### config.mk
export PLATFORM = sky130hd
export DESIGN_NAME = pls_div
export DESIGN_NICKNAME = d
export VERILOG_FILES = /design/src/hw/rtl/pls_pkg.sv /design/src/hw/rtl/pls_div.sv
export SDC_FILE = /design/constraint.sdc
export NUM_CORES = 2
export LEC_CHECK = 0
export BUFFER_PORTS_ARGS = -buffer_cell sky130_fd_sc_hd__buf_2
export CORE_ASPECT_RATIO = 1.75
export CORE_UTILIZATION = 60
export CTS_BUF_LIST = sky130_fd_sc_hd__clkbuf_16
export DETAILED_ROUTE_END_ITERATION = 12
export PLACE_DENSITY = 0.77
export SLEW_MARGIN = 20
export SYNTH_ARGS = -nofsm -noshare
export SYNTH_HDL_FRONTEND = slang
export SYNTH_SLANG_ARGS = --single-unit
### constraint.sdc
create_clock -name clk -period 5.3 [get_ports clk]
set_input_delay 0.265 -clock clk [delete_from_list [all_inputs] [get_ports clk]]
set_output_delay 0.265 -clock clk [all_outputs]
set_load 0.01 [all_outputs]
### src/hw/rtl/pls_pkg.sv
// Shared widths, register indexes, sideband struct and table builders
// for the Phong light shader. No dependencies.
package pls_pkg;

	localparam int SNL_W  = 34;
	localparam int R_W    = 23;
	localparam int RAD_W  = 46;
	localparam int ROOT_W = 23;
	localparam int SVR_W  = 41;
	localparam int COS_W  = 17;
	localparam int D_W    = 22;
	localparam int W_W    = 25;
	localparam int EXP_W  = 17;
	localparam int CFG_IDX_W = 3;

	localparam logic [CFG_IDX_W-1:0] REG_AMBIENT  = 3'd0;
	localparam logic [CFG_IDX_W-1:0] REG_DIFFUSE  = 3'd1;
	localparam logic [CFG_IDX_W-1:0] REG_SPECULAR = 3'd2;
	localparam logic [CFG_IDX_W-1:0] REG_SHINE    = 3'd3;
	localparam logic [CFG_IDX_W-1:0] REG_SCALE    = 3'd4;

	localparam logic [15:0] SHINE_RESET = 16'd256;
	localparam logic [15:0] SCALE_RESET = 16'd4096;
	localparam logic [15:0] SHADE_MAX   = 16'd32768;

	typedef struct packed {
		logic           refl_zero;
		logic [D_W-1:0] dw;
		logic [15:0]    lr;
		logic [15:0]    lg;
		logic [15:0]    lb;
	} side_t;

	function automatic logic [63:0] isqrt64(input logic [63:0] x);
		logic [63:0] xr;
		logic [63:0] res;
		logic [63:0] bitv;
		xr = x;
		res = '0;
		bitv = 64'h1 << 62;
		for (int k = 0; k < 32; k++) begin
			if (xr >= res + bitv) begin
				xr = xr - (res + bitv);
				res = (res >> 1) + bitv;
			end else begin
				res = res >> 1;
			end
			bitv = bitv >> 2;
		end
		return res;
	endfunction

	function automatic logic [15:0] log_entry(input int b, input int i);
		logic [63:0] v;
		logic [15:0] r;
		v = ((64'h1 << b) + 64'(i)) << (30 - b);
		r = '0;
		for (int k = 0; k < 16; k++) begin
			v = (v * v) >> 30;
			r = {r[14:0], 1'b0};
			if (v >= 64'h8000_0000) begin
				r[0] = 1'b1;
				v = v >> 1;
			end
		end
		return r;
	endfunction

	function automatic logic [EXP_W-1:0] exp_entry(input int b, input int i);
		logic [63:0] root [0:14];
		logic [63:0] acc;
		for (int k = 0; k < 15; k++) begin
			root[k] = '0;
		end
		root[1] = isqrt64(64'h1 << 61);
		for (int k = 2; k <= b; k++) begin
			root[k] = isqrt64(root[k-1] << 30);
		end
		acc = 64'h1 << 30;
		for (int k = 1; k <= b; k++) begin
			if (((i >> (b - k)) & 1) != 0) begin
				acc = (acc * root[k]) >> 30;
			end
		end
		return acc[30:14];
	endfunction

endpackage

### src/hw/rtl/pls_div.sv
// Pipelined restoring divider, one quotient bit per stage.
// Depends on pls_pkg; gives the cosine of the view and reflection vectors.
module pls_div (
	input  logic                       clk,
	input  logic                       arst_n,
	input  logic                       en,
	input  logic                       in_vld,
	input  logic [pls_pkg::SVR_W-1:0]  dividend,
	input  logic [pls_pkg::ROOT_W-1:0] divisor,
	input  pls_pkg::side_t             side_in,
	output logic                       out_vld,
	output logic [pls_pkg::COS_W-1:0]  quot,
	output pls_pkg::side_t             side_out
);
	import pls_pkg::*;

	logic              vld_s  [COS_W];
	logic [SVR_W-1:0]  rem_s  [COS_W];
	logic [COS_W-1:0]  q_s    [COS_W];
	logic [ROOT_W-1:0] dvs_s  [COS_W];
	side_t             side_s [COS_W];

	logic [SVR_W-1:0]  rem_in [COS_W];
	logic [COS_W-1:0]  q_in   [COS_W];
	logic [ROOT_W-1:0] dvs_in [COS_W];
	logic [SVR_W-1:0]  shd    [COS_W];
	logic [SVR_W-1:0]  rem_nx [COS_W];
	logic [COS_W-1:0]  q_nx   [COS_W];

	always_comb begin
		rem_in[0] = dividend;
		q_in[0]   = '0;
		dvs_in[0] = divisor;
		for (int j = 1; j < COS_W; j++) begin
			rem_in[j] = rem_s[j-1];
			q_in[j]   = q_s[j-1];
			dvs_in[j] = dvs_s[j-1];
		end
		for (int j = 0; j < COS_W; j++) begin
			shd[j] = SVR_W'(dvs_in[j]) << (COS_W - 1 - j);
			q_nx[j] = q_in[j];
			if (rem_in[j] >= shd[j]) begin
				rem_nx[j] = rem_in[j] - shd[j];
				q_nx[j][COS_W-1-j] = 1'b1;
			end else begin
				rem_nx[j] = rem_in[j];
			end
		end
	end

	always_ff @(posedge clk or negedge arst_n) begin
		if (!arst_n) begin
			for (int j = 0; j < COS_W; j++) vld_s[j] <= 1'b0;
		end else if (en) begin
			vld_s[0] <= in_vld;
			for (int j = 1; j < COS_W; j++) vld_s[j] <= vld_s[j-1];
		end
	end

	always_ff @(posedge clk) begin
		if (en) begin
			side_s[0] <= side_in;
			for (int j = 1; j < COS_W; j++) side_s[j] <= side_s[j-1];
			for (int j = 0; j < COS_W; j++) begin
				rem_s[j] <= rem_nx[j];
				q_s[j]   <= q_nx[j];
				dvs_s[j] <= dvs_in[j];
			end
		end
	end

	assign out_vld  = vld_s[COS_W-1];
	assign quot     = q_s[COS_W-1];
	assign side_out = side_s[COS_W-1];

endmodule

After elaboration in Yosys (flattened, before gate mapping). Memories as Yosys holds them, arrays and structs flattened. Index checks and enable logic that the tools add are counted.

Register bits after elaboration: 17. Memory bits (writable): 2584. Input bits: 139. Output and inout port bits: 89. Logic and storage cells: 91. Memories kept: 4.

$add $sub $neg: 17. $lt $le $gt $ge: 17. Mux-type cells: 36.

Memory list: side_s (words 17, width 71, rd ports 17, clocked after memory_dff 0, wr ports 17, line pls_div.sv:21) `side_t side_s [COS_W];`; rem_s (words 17, width 41, rd ports 16, clocked after memory_dff 0, wr ports 17, line pls_div.sv:18) `logic [SVR_W-1:0] rem_s [COS_W];`; dvs_s (words 17, width 23, rd ports 16, clocked after memory_dff 0, wr ports 17, line pls_div.sv:20) `logic [ROOT_W-1:0] dvs_s [COS_W];`; q_s (words 17, width 17, rd ports 17, clocked after memory_dff 0, wr ports 17, line pls_div.sv:19) `logic [COS_W-1:0] q_s [COS_W];`.

Operator list (count): $mux W41 (17); $ge A41 B23 Y1 (1); $ge A41 B24 Y1 (1); $ge A41 B25 Y1 (1); $ge A41 B26 Y1 (1); $ge A41 B27 Y1 (1); $ge A41 B28 Y1 (1); $ge A41 B29 Y1 (1); $ge A41 B30 Y1 (1); $ge A41 B31 Y1 (1); $ge A41 B32 Y1 (1); $ge A41 B33 Y1 (1); $ge A41 B34 Y1 (1); $ge A41 B35 Y1 (1); $ge A41 B36 Y1 (1); $ge A41 B37 Y1 (1); $ge A41 B38 Y1 (1); $ge A41 B39 Y1 (1); $sub A41 B23 Y41 (1); $sub A41 B24 Y41 (1); $sub A41 B25 Y41 (1); $sub A41 B26 Y41 (1); $sub A41 B27 Y41 (1); $sub A41 B28 Y41 (1); 12 further kinds (30).

Depth between registers and ports, before layout. An unclocked memory read counts as a cell.

Depth after elaboration: 3. Depth in mapped cells: 14. Depth with buffers taken out: 13.

Worst setup path before layout. OpenSTA, ideal clock, no wires.

Path type: reg-to-reg. Start point: mem rem_s[8][30], in the netlist rem_s[0][358]. End point: mem rem_s[9][10], in the netlist rem_s[0][379] (data pin). Library setup time: 0.260 ns. Arrival: 3.476 ns. Data required time: 5.040 ns. Slack: 1.564 ns. Cell stages (with the launch flop): 11. Buffers on the path: 2. Clock period less this slack: 3.736 ns. Path through: edfxtp_1 -> buf_2 -> or3_1 -> or3_1 -> or3_1 -> or3_1 -> or2_1 -> or4_4 -> a311oi_4 -> buf_6 -> mux2_2.

RTL lines (line): start: declaration (pls_div.sv:18).

==> impl_metrics.toml <==
[grt]
antenna_found_initial = 6
grt_max_degree = 180
grt_first_pass_wirelength_mm = 322
grtUsageTotal = 0.257
grt_pass1_vias = 57900
overflow = 0

[placement]
post-dp-hpwl_mm = 150
io_buffers = 227
dpl_worst_slack_ps = 805
placed_area_mm2 = 0.104
place_congestion = 1.05
place_inst = 9109

[timing]
finalHoldViolations = 0
max_freq_mhz = 221
fin_crit_sh = 0.853
fin_ws_ps = 780
rsz0062_at_grt = "false"
slew_headroom = 0.265
worst_pin_slew_ps = 1090
fin_skew_ps = 81.6
setup_viol = 0
period_needed_ps = 4520
slew_violations = 0
fin_tns_setup_ps = 0

[routing]
route.detailed.wl_per_inst_um = 22.3
wl_met3_mm = 6.65
drc_errors = 0
drt-total-wl_mm = 215
wl_met1_mm = 64.7
drt-pass1-iter-count = 6
routed.top_layer = "met4"
drtAntennaViolNets = 0
met2_wirelength_mm = 124
route.detailed.vias_per_inst = 5.77
routed-via-count = 55500
drt_iter0_markers = 3197

[cells_and_area]
multi_input_area_mm2 = 0.0256
area_growth_pct = 12.8
regArea_mm2 = 0.0720
layout_commonest_cell = "edfxtp_1"
final_cells = 9630
final_cell_mix = "edfxtp_1 (2384), inv_1 (512), a21oi_1 (448)"
drive_above_1_share = 0.107
final_area_mm2 = 0.113
fin_nets = 7815
fill_cells = 11000

[floorplan]
ioPinCount = 228
num_rows = 197
die_y_um = 542
fp.dieArea_mm2 = 0.168
core-area_mm2 = 0.165
die-width_um = 310
start_util = 0.606

[synthesis]
ys_ff_latch = 2401
synth_nets = 7247
synth.cell_area_mm2 = 0.0998
synthFlopType = "edfxtp_1"
yosysSeqAreaShare = 0.721
synth_edf_count = 2384
ys_top_cells_by_area = "edfxtp_1 (72%), ha_1 (4.9%), a21oi_1 (2.3%)"
syn_inst = 6701
post-synth-top-area-cell = "edfxtp_1"
synth_cell_types = 84
yosysTopAreaCellShare = 0.717
yosys_warnings = 0
avgSynthCellArea_um2 = 14.9
postSynth.asyncResetShare = 0.00708

[cts]
cts_made_buffers = 208
numClockSinks = 2401
cts_buffer_depth = 4
htreeDepth = 4
cts_setup_buffers = 0
clkTransAtPathRegs_ps = 70
clk_latency_ps = 870
cts-hold-fix-buffers = 139
cts_resized = 0
cts_tree = "done"
ctsRootBufferMaster = "clkbuf_16"

[flow_run]
maxCapViolCount = 0

[worst_setup_path]
setup.worst_path.end_class = "register"
critPathKind = "register to register"
path_max_fanout = 5
crit_arrival_ps = 5070
worstPathRequired_ps = 5850
cp-start-kind = "register"

[outcome]
status = "complete, no violations"

[power]
p_leak_nw = 42.0
powerDensity_mw_per_mm2 = 496
ir_drop_mv = 0.474

[worst_hold_path]
hold_path_class = "input port to register"
flip-flops by register name (all words and copies together), names as in the netlist:
register and cells:
side_s 1207, rem_s 656, dvs_s 368, q_s 153
vld_s 16, out_vld 1
area by class of cell:
type                            instances  area share
Inverter                              484      0.0161
Multi-Input combinational cell       3702       0.228
Timing Repair Buffer                  472      0.0321
Clock buffer                          210      0.0467
Tap cell                             2189      0.0243
Sequential cell                      2401       0.639
Antenna cell                            8    0.000178
Clock inverter                        164      0.0136
through the flow:
stage,util,power (mW),hold slack [ps]
5_1_grt,0.683,58.4,73.5
4_1_cts,0.683,56.0,53.0
3_3_place_gp,0.633,40.3,185
2_1_floorplan,-,35.8,-30.6
3_5_place_dp,0.633,40.7,207
6_report,0.683,55.9,113
critical path: stages (launching register included):
cell and delay [ps]:
edfxtp_1 640, ha_1 290, fa_1 240, nor2b_1 90, o31a_1 310, o41ai_1 410, buf_4 240, o311ai_0 200
a41oi_1 570, o31ai_1 200, a2111oi_0 920, xor2_1 130
layer usage:
layer | vias up | GRT usage
li1 | 26400 | -
met1 | 27100 | 0.215
met2 | 1404 | 0.518
met3 | 650 | 0.0325
met4 | 0 | 0.204
met5 | - | 0
Yosys cell counts (all sizes together) (31+ instances only):
cell,n
edfxtp,2384
inv,484
a21oi,449
ha,391
nor2,385
nand2,326
o21ai,323
xnor2,247
xor2,191
a21o,170
nor3,117
clkbuf,98
mux2,96
nand3,90
nand4,78
nor4,73
nand2b,66
nor2b,53
o21a,52
a211oi,41
and3,41
o21bai,40
a31oi,31
power breakdown:
group          internal [mW]  switching, mW  total [mW]  leakage (nW)
logic                   6.05           8.55        14.6          15.2
registers               24.4           1.69        26.1          23.4
clock network           8.46           6.74        15.2          3.40
final timing paths:
| check | from | to | slack (ps) | cells after the start |
|---|---|---|---|---|
| worst max-delay path | dvs_s[0][253] | rem_s[0][522] | 780 | 11 |
| worst min-delay path | side_in[51] | side_s[0][51] | 110 | 2 |
| worst max register to register | dvs_s[0][253] | rem_s[0][522] | 780 | 11 |
| worst min register to register | side_s[0][76] | side_s[0][147] | 370 | 0 |
| max in group asynchronous | arst_n | vld_s[15] | 4180 | 3 |
| min in group asynchronous | arst_n | vld_s[4] | 610 | 3 |
cell families (layout without fill, tap and decap cells):
family | count (synthesis) | count (layout) | share of synthesized area
AO/OA/AOI/OAI | 1330 | 1330 | 0.0827
XOR/XNOR | 438 | 438 | 0.0384
adder cells (fa/ha/maj) | 407 | 407 | 0.0522
buffers and inverters | 598 | 1330 | 0.0226
flip-flops | 2401 | 2401 | 0.721
multiplexers | 100 | 100 | 0.0112
other | 0 | 8 | 0
AND/OR/NAND/NOR | 1427 | 1427 | 0.0716
Power figures use the tool's default switching activity.
