===== config.mk =====
export PLATFORM = sky130hd
export DESIGN_NAME = pls_isqrt
export DESIGN_NICKNAME = d
export VERILOG_FILES = /design/src/hw/rtl/pls_pkg.sv /design/src/hw/rtl/pls_isqrt.sv
export SDC_FILE = /design/constraint.sdc
export NUM_CORES = 2
export LEC_CHECK = 0
export CAP_MARGIN = 20
export CORE_MARGIN = 1.5
export CORE_UTILIZATION = 30
export DETAILED_ROUTE_END_ITERATION = 12
export DONT_BUFFER_PORTS = 1
export PLACE_DENSITY_LB_ADDON = 0.12
export SLEW_MARGIN = 10
export SYNTH_ARGS = -nofsm -noshare
export SYNTH_HDL_FRONTEND = slang
export SYNTH_MEMORY_MAX_BITS = 65536
export SYNTH_SLANG_ARGS = --single-unit

===== constraint.sdc =====
create_clock -name clk -period 7.3 [get_ports clk]
set_input_delay 0.365 -clock clk [delete_from_list [all_inputs] [get_ports clk]]
set_output_delay 0.365 -clock clk [all_outputs]
set_load 0.05 [all_outputs]

===== src/hw/rtl/pls_pkg.sv =====
// Shared widths, register indexes, sideband struct and table builders
// for the Phong light shader. No dependencies.
package pls_pkg;

	localparam int SNL_W  = 34;
	localparam int R_W    = 23;
	localparam int RAD_W  = 46;
	localparam int ROOT_W = 23;
	localparam int SVR_W  = 41;
	localparam int COS_W  = 17;
	localparam int D_W    = 22;
	localparam int W_W    = 25;
	localparam int EXP_W  = 17;
	localparam int CFG_IDX_W = 3;

	localparam logic [CFG_IDX_W-1:0] REG_AMBIENT  = 3'd0;
	localparam logic [CFG_IDX_W-1:0] REG_DIFFUSE  = 3'd1;
	localparam logic [CFG_IDX_W-1:0] REG_SPECULAR = 3'd2;
	localparam logic [CFG_IDX_W-1:0] REG_SHINE    = 3'd3;
	localparam logic [CFG_IDX_W-1:0] REG_SCALE    = 3'd4;

	localparam logic [15:0] SHINE_RESET = 16'd256;
	localparam logic [15:0] SCALE_RESET = 16'd4096;
	localparam logic [15:0] SHADE_MAX   = 16'd32768;

	typedef struct packed {
		logic           refl_zero;
		logic [D_W-1:0] dw;
		logic [15:0]    lr;
		logic [15:0]    lg;
		logic [15:0]    lb;
	} side_t;

	function automatic logic [63:0] isqrt64(input logic [63:0] x);
		logic [63:0] xr;
		logic [63:0] res;
		logic [63:0] bitv;
		xr = x;
		res = '0;
		bitv = 64'h1 << 62;
		for (int k = 0; k < 32; k++) begin
			if (xr >= res + bitv) begin
				xr = xr - (res + bitv);
				res = (res >> 1) + bitv;
			end else begin
				res = res >> 1;
			end
			bitv = bitv >> 2;
		end
		return res;
	endfunction

	function automatic logic [15:0] log_entry(input int b, input int i);
		logic [63:0] v;
		logic [15:0] r;
		v = ((64'h1 << b) + 64'(i)) << (30 - b);
		r = '0;
		for (int k = 0; k < 16; k++) begin
			v = (v * v) >> 30;
			r = {r[14:0], 1'b0};
			if (v >= 64'h8000_0000) begin
				r[0] = 1'b1;
				v = v >> 1;
			end
		end
		return r;
	endfunction

	function automatic logic [EXP_W-1:0] exp_entry(input int b, input int i);
		logic [63:0] root [0:14];
		logic [63:0] acc;
		for (int k = 0; k < 15; k++) begin
			root[k] = '0;
		end
		root[1] = isqrt64(64'h1 << 61);
		for (int k = 2; k <= b; k++) begin
			root[k] = isqrt64(root[k-1] << 30);
		end
		acc = 64'h1 << 30;
		for (int k = 1; k <= b; k++) begin
			if (((i >> (b - k)) & 1) != 0) begin
				acc = (acc * root[k]) >> 30;
			end
		end
		return acc[30:14];
	endfunction

endpackage


===== src/hw/rtl/pls_isqrt.sv =====
// Pipelined integer square root, one result bit per stage.
// Depends on pls_pkg; carries the dot product and sideband alongside.
module pls_isqrt (
	input  logic                          clk,
	input  logic                          arst_n,
	input  logic                          en,
	input  logic                          in_vld,
	input  logic [pls_pkg::RAD_W-1:0]     rad,
	input  logic signed [pls_pkg::SVR_W-1:0] svr_in,
	input  pls_pkg::side_t                side_in,
	output logic                          out_vld,
	output logic [pls_pkg::ROOT_W-1:0]    root,
	output logic signed [pls_pkg::SVR_W-1:0] svr_out,
	output pls_pkg::side_t                side_out
);
	import pls_pkg::*;

	logic                    vld_s  [ROOT_W];
	logic [RAD_W-1:0]        rem_s  [ROOT_W];
	logic [RAD_W-1:0]        res_s  [ROOT_W];
	logic signed [SVR_W-1:0] svr_s  [ROOT_W];
	side_t                   side_s [ROOT_W];

	logic [RAD_W-1:0] rem_in  [ROOT_W];
	logic [RAD_W-1:0] res_in  [ROOT_W];
	logic [RAD_W-1:0] trial   [ROOT_W];
	logic [RAD_W-1:0] step    [ROOT_W];
	logic [RAD_W-1:0] rem_nx  [ROOT_W];
	logic [RAD_W-1:0] res_nx  [ROOT_W];

	always_comb begin
		rem_in[0] = rad;
		res_in[0] = '0;
		for (int k = 1; k < ROOT_W; k++) begin
			rem_in[k] = rem_s[k-1];
			res_in[k] = res_s[k-1];
		end
		for (int k = 0; k < ROOT_W; k++) begin
			step[k] = RAD_W'(1) << (2 * (ROOT_W - 1 - k));
			trial[k] = res_in[k] + step[k];
			if (rem_in[k] >= trial[k]) begin
				rem_nx[k] = rem_in[k] - trial[k];
				res_nx[k] = (res_in[k] >> 1) + step[k];
			end else begin
				rem_nx[k] = rem_in[k];
				res_nx[k] = res_in[k] >> 1;
			end
		end
	end

	always_ff @(posedge clk or negedge arst_n) begin
		if (!arst_n) begin
			for (int k = 0; k < ROOT_W; k++) vld_s[k] <= 1'b0;
		end else if (en) begin
			vld_s[0] <= in_vld;
			for (int k = 1; k < ROOT_W; k++) vld_s[k] <= vld_s[k-1];
		end
	end

	always_ff @(posedge clk) begin
		if (en) begin
			svr_s[0] <= svr_in;
			side_s[0] <= side_in;
			for (int k = 1; k < ROOT_W; k++) begin
				svr_s[k] <= svr_s[k-1];
				side_s[k] <= side_s[k-1];
			end
			for (int k = 0; k < ROOT_W; k++) begin
				rem_s[k] <= rem_nx[k];
				res_s[k] <= res_nx[k];
			end
		end
	end

	assign out_vld  = vld_s[ROOT_W-1];
	assign root     = res_s[ROOT_W-1][ROOT_W-1:0];
	assign svr_out  = svr_s[ROOT_W-1];
	assign side_out = side_s[ROOT_W-1];

endmodule


After elaboration in Yosys (flattened, before gate mapping)
Memories as Yosys holds them, arrays and structs flattened.
Cells that the tools add are included.
{ "word_totals": {"n_memories": 4, "in_bits": 162, "elab_cells": 165, "out_inout_bits": 136, "regBits": 23, "ramBits": 4692} }
{ "mem_list": {"columns": ["name", "words", "word_bits", "rd", "rd_ports_with_merged_regs", "write_ports", "line_no", "text"], "rows": [
  ["side_s", 23, 71, 23, 0, 23, "pls_isqrt.sv:22", "side_t side_s [ROOT_W];"],
  ["rem_s", 23, 46, 22, 0, 23, "pls_isqrt.sv:19", "logic [RAD_W-1:0] rem_s [ROOT_W];"],
  ["res_s", 23, 46, 23, 0, 23, "pls_isqrt.sv:20", "logic [RAD_W-1:0] res_s [ROOT_W];"],
  ["svr_s", 23, 41, 23, 0, 23, "pls_isqrt.sv:21", "logic signed [SVR_W-1:0] svr_s [ROOT_W];"]
]} }
{ "classes": {"n_lt_le_gt_ge": 23, "n_mux": 48, "add_sub_neg": 67} }
{ "ops": {"columns": ["operator", "count"], "rows": [
  ["46-bit 2-to-1 mux", 45],
  ["46-bit >= comparator", 22],
  ["46-bit subtractor", 22],
  ["45-bit by 1-bit adder with 46-bit output (second input constant)", 1],
  ["45-bit by 11-bit adder with 46-bit output (second input constant)", 1],
  ["45-bit by 13-bit adder with 46-bit output (second input constant)", 1],
  ["45-bit by 15-bit adder with 46-bit output (second input constant)", 1],
  ["45-bit by 17-bit adder with 46-bit output (second input constant)", 1],
  ["45-bit by 19-bit adder with 46-bit output (second input constant)", 1],
  ["45-bit by 21-bit adder with 46-bit output (second input constant)", 1],
  ["45-bit by 23-bit adder with 46-bit output (second input constant)", 1],
  ["45-bit by 25-bit adder with 46-bit output (second input constant)", 1],
  ["45-bit by 27-bit adder with 46-bit output (second input constant)", 1],
  ["45-bit by 29-bit adder with 46-bit output (second input constant)", 1],
  ["45-bit by 3-bit adder with 46-bit output (second input constant)", 1],
  ["45-bit by 31-bit adder with 46-bit output (second input constant)", 1],
  ["45-bit by 33-bit adder with 46-bit output (second input constant)", 1],
  ["45-bit by 35-bit adder with 46-bit output (second input constant)", 1],
  ["45-bit by 37-bit adder with 46-bit output (second input constant)", 1],
  ["45-bit by 39-bit adder with 46-bit output (second input constant)", 1],
  ["45-bit by 41-bit adder with 46-bit output (second input constant)", 1],
  ["45-bit by 43-bit adder with 46-bit output (second input constant)", 1],
  ["45-bit by 5-bit adder with 46-bit output (second input constant)", 1],
  ["45-bit by 7-bit adder with 46-bit output (second input constant)", 1],
  ["other kinds (27)", 28]
]} }

Longest topological paths before layout
An unclocked memory read counts as a cell.
{ "depth": {"ltp_word": 4, "depth_mapped": 14, "ltp_nobuf": 12} }

Least setup slack after synthesis
OpenSTA, ideal clock, no wires.
{ "synth_path": {"path_type": "register -> register", "from": "memory rem_s[20][15], in the netlist rem_s[2][199]", "to": "memory rem_s[21][39], in the netlist rem_s[2][269] (data pin)", "setup_ns": 0.266, "synth_period_minus_slack_ns": 3.241, "arrival_ns": 2.975, "stages_incl_launch_ff": 13, "required_time_ns": 7.034, "path_slack_ns": 4.059, "path_buffers": 2, "path_cell_list": "edfxtp_1 ha_1 buf_2 and4_4 nand3_2 or4_1 nor4_1 a21oi_1 and2_1 or4b_4 buf_6 nor4_4 xor2_1"} }
{ "synth_lines": {"columns": ["item", "line_no"], "rows": [
  ["start, declared", "pls_isqrt.sv:19"]
]} }

==> flow_metrics.py <==
metrics = {
    "timing": {
        "fmax_mhz": 177,
        "finalClockSkew_ns": 0.0682,
        "maxSlewHeadroom": -0.0287,
        "period_minus_slack_ns": 5.63,
        "hold_viol": 0,
        "rsz0062_at_grt": "false",
        "worst_pin_slew_ns": 1.54,
        "setup-tns-final_ns": 0,
        "setup_viol": 0,
        "finalCritPeriodShare": 0.772,
        "drv_slew": 48,
    },
    "finish": {
        "syn_to_final_growth_pct": 17.5,
        "nFillCells": 43300,
        "drive_gt1_frac": 0.0928,
        "fin_cells": 14600,
        "final_nets": 8542,
    },
    "worst_setup_path": {
        "rr_worst_depth": 12,
        "criticalPathCategory": "in -> reg",
        "crit_fanout": 236,
        "slowest_stage": "buf_16",
        "arrival_ns": 6.19,
        "rr_startpoint": "rem_s[2][146]",
        "crit_chain": "dlygate4sd3_1 > buf_16 > buf_16 > buf_16 > buf_16 > buf_16 > buf_16 > buf_16 > buf_16",
        "cpMostUsedCell": "buf_16",
        "critPathLaunchType": "input pin",
        "cp-end-kind": "register",
        "reg2reg_slack_ns": 3.07,
        "required_ns": 7.86,
        "r2r-end": "rem_s[2][227]",
        "cp_slowest_stage_delay_ns": 0.65,
    },
    "worst_hold_path": {
        "hp-class": "in -> reg",
        "hold_end": "svr_s[0][75]",
        "min_path_cells": 1,
        "min_from": "en",
    },
    "die": {
        "coreArea_um2": 464000,
        "die_area_um2": 471000,
        "rows": 250,
        "initial_utilization": 0.302,
        "ioPinCount": 298,
        "die_w_um": 686,
        "die_y_um": 686,
    },
    "drt": {
        "wl_per_cell_um": 15.9,
        "drt_iter0_markers": 5008,
        "drc": 0,
        "drtAntennaViolNets": 0,
        "routed_wl_um": 232000,
        "vias": 62200,
        "wl_met2_um": 113000,
        "met3_wirelength_um": 9320,
        "met1_length_um": 99200,
        "highest_layer": "met4",
        "avgViaCountPerCell": 4.25,
        "dr.pass1.iters": 5,
    },
    "clocking": {
        "cts-root-buf": "clkbuf_16",
        "cts.clk_slew.worst_paths_ns": 0.06,
        "cts.sinks": 3887,
        "clk_path_buf_depth": 4,
        "postCtsSetupBuffers": 0,
        "h-tree-depth": 5,
        "cts_buffers": 430,
        "cts_tree": "built",
        "worstSkewPairLatency_ns": 0.98,
    },
    "global_route": {
        "grt_pass1_vias": 64200,
        "grt.overflow.total": 0,
        "grt_max_degree": 276,
        "antenna_found_initial": 6,
        "track_usage": 0.0953,
        "grt_pass1_wl_um": 362000,
    },
    "yosys": {
        "synth_area_um2": 140000,
        "postSynthCellCount": 7489,
        "ys_types": 88,
        "yosysSeqAreaShare": 0.833,
        "synth_edf_count": 3864,
        "avgSynthCellArea_um2": 18.7,
        "synth-seq-cells": 3887,
        "synth_top_area_cell": "edfxtp_1",
        "synth_ff_type": "edfxtp_1",
        "async_flop_share": 0.00592,
        "syn-num-nets": 7946,
        "synthTopCellsByArea": "edfxtp_1 (83%), ha_1 (2.6%), xor2_1 (1.4%)",
        "yosys_warnings": 0,
        "yosysTopAreaCellShare": 0.829,
    },
    "placement": {
        "hpwl_um": 140000,
        "dp.cells": 13500,
        "io_buffers": 0,
        "gp_congestion": 0.857,
    },
    "flow_run": {
        "max_cap_viol_count": 0,
    },
    "pwr": {
        "power_switching_w": 0.0124,
        "p_leak_nw": 57.0,
        "clkPwrFrac": 0.398,
        "switching_share": 0.233,
        "power_frac_seq": 0.524,
        "p_int_w": 0.0408,
        "pwr-share-comb": 0.078,
        "vdd_drop_max_uv": 186,
        "p_per_area_nw_per_um2": 323,
    },
    "run_status": {
        "violations": "slew limit",
        "outcome": "finished with violations",
    },
}
-- cell usage in the layout (no fill, tap or decap), types with 228 or more instances in the layout --
cell and n:
a21oi_1 259, nand2_1 333, xor2_1 228, inv_1 351, edfxtp_1 3864, ha_1 295
o21ai_0 240, nor2_1 282, dlygate4sd3_1 314, clkbuf_16 431
-- power groups by stage --
stage                     logic (W)  clock network [W]  registers (W)
after detailed placement    0.00400                  0         0.0284
after floorplan             0.00287                  0         0.0278
after global placement      0.00393                  0         0.0283
after CTS                   0.00416             0.0221         0.0279
final                       0.00412             0.0212         0.0278
after global routing        0.00461             0.0229         0.0281
-- Yosys cell counts (all sizes together), types with 20 or more instances --
cell    instances
nand4          61
inv           353
edfxtp       3864
or3            47
mux2           69
o31ai          32
dfrtp          23
a21o           88
a31oi          20
nor2b          46
xnor2         202
nand2         333
nand2b         53
o21bai         21
nor3          137
clkbuf         65
o21a           68
nand3          83
a211oi         22
nor4          161
o21ai         244
or4            40
ha            295
nor2          282
or2            22
a21oi         259
buf           129
xor2          228
-- stage by stage --
| stage | area (µm²) | hold WS, ns | util | worst slack, ns | total power [W] |
|---|---|---|---|---|---|
| 5_1_grt | 165000 | 0.0189 | 0.354 | 1.12 | 0.0556 |
| 3_5_place_dp | 147000 | 0.0698 | 0.317 | 1.20 | 0.0324 |
| 4_1_cts | 164000 | 0.000439 | 0.354 | 1.34 | 0.0542 |
| 6_report | 165000 | 0.0222 | 0.354 | 1.67 | 0.0531 |
| 2_1_floorplan | 140000 | 0.0694 | - | 4.06 | 0.0306 |
| 3_3_place_gp | 147000 | 0.0700 | 0.317 | 1.61 | 0.0322 |
-- timing repair --
item	in CTS	in global routing
endpoints found under the hold margin	363	0
resized for setup	0	0
hold buffers	315	0
-- layout make-up --
class	count	area, µm²	area share
antenna	4	10.0	0.0000608
clock buffer	489	11000	0.0669
clock inverter	299	2970	0.0181
inverter	353	1330	0.00805
multi-input combinational	3055	20900	0.127
sequential	3887	117000	0.709
tap	6174	7720	0.0469
timing repair buffer	358	3980	0.0242
-- per-layer routing --
metal  vias to the layer above  track usage
met5                         -            0
met2                      1135        0.164
met1                     30300        0.115
met3                       602       0.0183
met4                         0       0.0448
li1                      30100            -
-- worst max-delay path by stage --
stage / start / to / slack (ns) / cells past startpoint
3_5_place_dp: en / side_s[5][143] / 1.20 / 6
4_1_cts: en / side_s[5][16] / 1.34 / 8
2_1_floorplan: rem_s[2][199] / rem_s[2][269] / 4.06 / 12
5_1_grt: en / svr_s[2][69] / 1.12 / 9
6_report: en / side_s[2][214] / 1.67 / 9
3_3_place_gp: en / side_s[5][162] / 1.61 / 5
-- critical path: cells and delay by family --
| family | cells | cell delay, ns |
|---|---|---|
| buf+inv | 9 | 4.78 |
-- logic make-up (layout without fill, tap and decap cells) --
group | count (synthesis) | in the layout | synth area share
buf+inv | 547 | 1499 | 0.0178
mux | 77 | 77 | 0.00612
other cells | 0 | 4 | 0
compound gates | 874 | 874 | 0.0387
simple gates | 1379 | 1379 | 0.0511
flops | 3887 | 3887 | 0.833
fa+ha+maj | 295 | 295 | 0.0264
xor+xnor | 430 | 430 | 0.0269
-- state kept, by name, summed over array words and instances, names as in the netlist --
register,cells
vld_s,22
svr_s,943
res_s,276
side_s,1633
rem_s,1012
out_vld,1
(Power assumes the default switching activity.)
